$ cat src/rtl/slcd_ram.sv
// generic single write, single read ram with registered read data
// no dependencies

module slcd_ram #(
    parameter int WIDTH = 8,
    parameter int DEPTH = 256
) (
    input  logic                     i_clk,
    input  logic                     i_we,
    input  logic [$clog2(DEPTH)-1:0] i_waddr,
    input  logic [WIDTH-1:0]         i_wdata,
    input  logic [$clog2(DEPTH)-1:0] i_raddr,
    output logic [WIDTH-1:0]         o_rdata
);

    logic [WIDTH-1:0] r_mem [DEPTH];
    logic [WIDTH-1:0] r_rdata;

    always_ff @(posedge i_clk) begin
        if (i_we) begin
            r_mem[i_waddr] <= i_wdata;
        end
        r_rdata <= r_mem[i_raddr];
    end

    assign o_rdata = r_rdata;

endmodule

$ cat config.mk
export PLATFORM = sky130hd
export DESIGN_NAME = slcd_ram
export DESIGN_NICKNAME = d
export VERILOG_FILES = /design/src/rtl/slcd_ram.sv
export SDC_FILE = /design/constraint.sdc
export NUM_CORES = 2
export LEC_CHECK = 0
export BUFFER_PORTS_ARGS = -buffer_cell sky130_fd_sc_hd__buf_2
export CORE_MARGIN = 1.5
export CORE_UTILIZATION = 48
export DETAILED_ROUTE_END_ITERATION = 16
export GPL_TIMING_DRIVEN = 1
export PLACE_DENSITY = 0.62
export SLEW_MARGIN = 40
export SYNTH_ARGS = -nofsm -noshare
export SYNTH_HDL_FRONTEND = slang
export SYNTH_SLANG_ARGS = --single-unit
export TNS_END_PERCENT = 30
$ cat constraint.sdc
create_clock -name i_clk -period 5.2 [get_ports i_clk]
set_clock_uncertainty 0.15 [all_clocks]
set_input_delay 1.04 -clock i_clk [delete_from_list [all_inputs] [get_ports i_clk]]
set_output_delay 1.04 -clock i_clk [all_outputs]
set_load 0.02 [all_outputs]
After elaboration in Yosys (flattened, before gate mapping)
Memory sizes are Yosys's and may differ from the RTL's. A register that Yosys moved wholly into a read port is not among the register bits.
Cells that the tools add are included.
{ "classes": {"bitwise_logic": 0, "mux": 2, "addsub": 0, "mul": 0, "shift": 0, "reduce_logical": 0, "n_div": 0, "order_cmp": 0, "n_eq_ne": 0} }
{ "op_table": {"columns": ["op", "count"], "rows": [
  ["$mux 1", 2]
]} }
{ "totals": {"n_memories": 1, "elab_cells": 3, "latch_bits": 0, "mem_bits_rw": 2048, "register_bits": 0, "inputBits": 26, "mem_bits_ro": 0} }
{ "memory_table": {"columns": ["memory", "depth", "width", "rd", "rd_clocked_by_memory_dff", "write_ports", "line_no", "source"], "rows": [
  ["r_mem", 256, 8, 1, 1, 1, "16", "logic [WIDTH-1:0] r_mem [DEPTH];"]
]} }

Depth between registers and ports, before layout
{ "depth": {"ltp_word": 2, "depth_mapped": 11, "depth_no_buf": 6} }

Worst setup path after synthesis
OpenSTA, ideal clock, no wires.
{ "synth_path": {"kind": "input-to-reg", "start": "input i_raddr[0]", "end": "register r_rdata[2], in the netlist o_rdata[2] (read register of r_mem)", "path_buffers": 4, "required_ns": 4.919, "setup_ns": 0.131, "path_stages": 9, "arrival_time_ns": 2.847, "path_slack_ns": 2.072, "path_cell_list": "buf_6 > buf_12 > buf_8 > buf_2 > mux4_2 > a22oi_1 > a21oi_1 > nor4_1 > nor4_2"} }
{ "synth_lines": {"columns": ["element", "line_no", "source"], "rows": [
  ["start: declaration", "12", "input logic [$clog2(DEPTH)-1:0] i_raddr,"],
  ["end: declaration", "17", "logic [WIDTH-1:0] r_rdata;"]
]} }

==> Flow_metrics.wiki <==
{| class="wikitable"
! Metric !! Value
|-
| Result of the run || finished clean
|-
| Routability cong. || roughly 0.87
|-
| Site Rows || approximately 150
|-
| Final setup violating endpoints || 0
|-
| Number of warning messages in the yosys log || 0
|-
| Leakage component of the power || 27.95 nW
|-
| Final Max Tran Viols || 0
|-
| Clock H-tree levels || 4
|-
| Max IR drop VDD || a little over 0.3 mV
|-
| Total clock sinks || between 2000 and 2500
|-
| Unrepaired setup endpoints after global routing || false
|-
| Wirelength, routed || roughly 200000 microns
|-
| Arrival time at the worst endpoint || 4.32 ns
|-
| Final Worst Setup Slack || about 1.4 ns
|-
| Final layout net count || about 4000
|-
| Number of max-cap violations || 0
|-
| Count of cells resized by post-cts repair || 0
|-
| Least-Margin Pin Slew || 0.9782 ns
|-
| Number of vias after detailed routing || slightly below 40000
|-
| Relative slew slack || 0.3424
|-
| CP Cell Sequence || buf_8 -> buf_12 -> mux4_2 -> nor2b_1 -> a211oi_1 -> nor2_1 -> nor4_1 -> buf_4 -> nor4_2
|-
| Post-Syn Area || between 0.07 and 0.08 sq mm
|-
| Power density over the cells || around 380 mW/mm^2
|-
| Worst setup slack for register-to-register paths || 2.17 ns
|-
| Num CTS Buffers || around 210
|-
| Highest metal used || met5
|-
| Max FO, Critical Path || between 50 and 60
|-
| Post-synthesis sequential element count || 2056
|-
| X dimension of the die || just over 400 microns
|-
| Sum of negative setup slack || 0 ns
|-
| Vert. Die Dim || 410.1 microns
|-
| Master of the slowest instance on the critical path || sky130_fd_sc_hd__nor4_1
|-
| Most common cell after layout, fill and taps aside || sky130_fd_sc_hd__edfxtp_1
|-
| Number of design-rule violations left by the first detailed-router iteration || just over 5000
|-
| Number of top-level pins || 34
|-
| Total cell area at the placement stage || 0.08341 sq mm
|-
| Sequential element share of the synthesized area || 0.7750
|-
| Via density || roughly 6.2
|-
| Hold Path End || r_mem[71][1]
|-
| Maximum number of pins on one net before global-route repair || around 150
|-
| Die footprint || around 0.17 sq mm
|-
| Final routed DRC violation total || 0
|-
| Initial core utilization || 0.4827
|-
| Number of buffers inserted by post-CTS setup repair || 0
|-
| Slowest stage delay, CP || roughly 0.73 ns
|-
| Relative area change from synthesis to final layout || 13.39%
|-
| GR Overflow Total || 0
|-
| Buffer cell driving the clock tree root || sky130_fd_sc_hd__clkbuf_16
|-
| Share of flip-flops with an asynchronous set or reset || 0
|-
| CTS Hold Buffers Added || 0
|-
| Detailed-routing iteration count for the pre-antenna-repair pass || 6
|-
| Clock tree from TritonCTS || built
|-
| Count of unique library cells instantiated by Yosys || 55
|-
| Floorplan Core Area || ~0.16 sq mm
|-
| Via count of the first global-routing pass || slightly below 40000
|-
| Worst EP required || approximately 5.8 ns
|-
| HP Start || i_wdata[1]
|-
| Most used flip-flop cell after synthesis || sky130_fd_sc_hd__edfxtp_1
|-
| Total met2 wirelength after detailed routing || 93260 microns
|-
| Total power draw || 34.58 mW
|-
| # port buffers || 33
|-
| GRT Total Usage || 0.2380
|-
| Non-filler cells, final || about 6300
|-
| Share of the clock period used by the worst path || 0.7249
|-
| Wire length per cell after detailed routing || between 30 and 40 microns
|-
| Post-synthesis cell count || ~3700
|-
| Hold Path Stages || 1
|-
| Maximum frequency from static timing analysis || around 270 MHz
|-
| Global-route wire length before repair || roughly 290000 microns
|-
| Endpoints failing hold || 0
|-
| Clock latency at the later pin of the worst-skew pair || between 0.8 and 0.9 ns
|-
| Final cell area excluding filler cells || 0.09021 sq mm
|-
| Average footprint of a synthesized cell || between 20 and 25 sq um
|-
| Commonest cells after routing, fill and taps aside || sky130_fd_sc_hd__edfxtp_1 (2048), sky130_fd_sc_hd__mux4_2 (454), sky130_fd_sc_hd__nor2_1 (206), sky130_fd_sc_hd__clkbuf_16 (206), sky130_fd_sc_hd__buf_4 (204)
|-
| Origin of the critical flop-to-flop path || r_mem[81][2]
|-
| Worst Setup Slack post-DPL || between 0.4 and 0.5 ns
|-
| Number of flops mapped to enable cells by yosys || 2048
|-
| Half-perimeter wire length after detailed placement || about 120000 microns
|-
| Antenna violations before repair || 8
|-
| Routed length on met1 || about 83000 microns
|-
| Residual antenna-violating net count after detailed routing || 0
|-
| Worst Hold Slack || ~0.42 ns
|-
| Worst setup EP type || flip-flop
|-
| Placed Cells || 5948
|-
| Final cell utilization of the core || 0.5474
|-
| Hold Crit Class || input port to flip-flop
|-
| Number of nets produced by synthesis || approximately 3800
|-
| Critical Path Start Type || input port
|-
| Crit path time final || ~3.8 ns
|-
| Worst reg2reg endpoint || o_rdata[2]
|-
| Met3 WL post-DR || roughly 18000 microns
|-
| Proportion of layout cells with a drive suffix above 1 || 0.2705
|-
| Clock edge transition at the registers on the reported setup and hold paths || 0.06 ns
|-
| Crit Path Category || input port to flip-flop
|-
| CTS max path bufs || 3
|-
| Worst Reg2Reg Path Length in Cells || 6
|}
[power breakdown]
part | internal (mW) | switching (mW)
sequential | 18.3 | 0.0394
clock | 8.28 | 6.26
combinational | 0.598 | 1.13
total | 27.1 | 7.43
[sequential cells by signal, indices dropped and copies added, names as in the netlist]
signal   flops
o_rdata      8
r_mem     2048
[synth_stat cells, drive strengths merged (31+ instances only)]
library cell	number	area (sq um)
clkbuf	111	416.7
a22oi	133	998.5
nand3	34	170.2
nor2b	31	193.9
nand2	33	123.9
nor2	282	1059
buf	122	1032
a21oi	96	480.5
mux2i	134	1341
mux4	456	10280
edfxtp	2048	61500
o221ai	47	417.9
[worst max-delay path by stage]
stage,endpoint,slack (ns),cells past startpoint,startpoint
5_1_grt,o_rdata[2],1.40,9,i_raddr[0]
3_3_place_gp,o_rdata[2],0.25,8,i_raddr[1]
6_report,o_rdata[2],1.43,9,i_raddr[0]
3_5_place_dp,o_rdata[2],0.46,9,i_raddr[0]
2_1_floorplan,o_rdata[2],2.07,9,i_raddr[0]
4_1_cts,o_rdata[2],1.40,9,i_raddr[0]
[cell type report]
cell class                 count  area, sq um
timing repair buffer         263         2405
clock buffer                 259         5384
multi-input combinational   1442        16820
clock inverter               111         1192
fill                       12441        74600
tap                         2189         2739
sequential                  2056        61660
antenna                        1        2.502
inverter                       2        7.507
[critical path, delay by kind of cell]
kind | cells | cell delay, ns
buffers and inverters | 3 | 1.09
AO/OA/AOI/OAI | 1 | 0.39
multiplexers | 1 | 0.57
AND/OR/NAND/NOR | 4 | 1.09
[logic make-up after synthesis]
| logic type | synth area share |
|---|---|
| simple gates | 0.02628 |
| flops | 0.7750 |
| buf+inv | 0.01831 |
| mux | 0.1462 |
| compound gates | 0.03419 |
[per-layer routing]
layer,GRT usage,vias up
li1,-,16170
met1,0.3516,21013
met2,0.3599,1886
met3,0.04977,310
met4,0.07069,6
met5,0,-
Note: power is estimated with default switching activity, not from simulation.
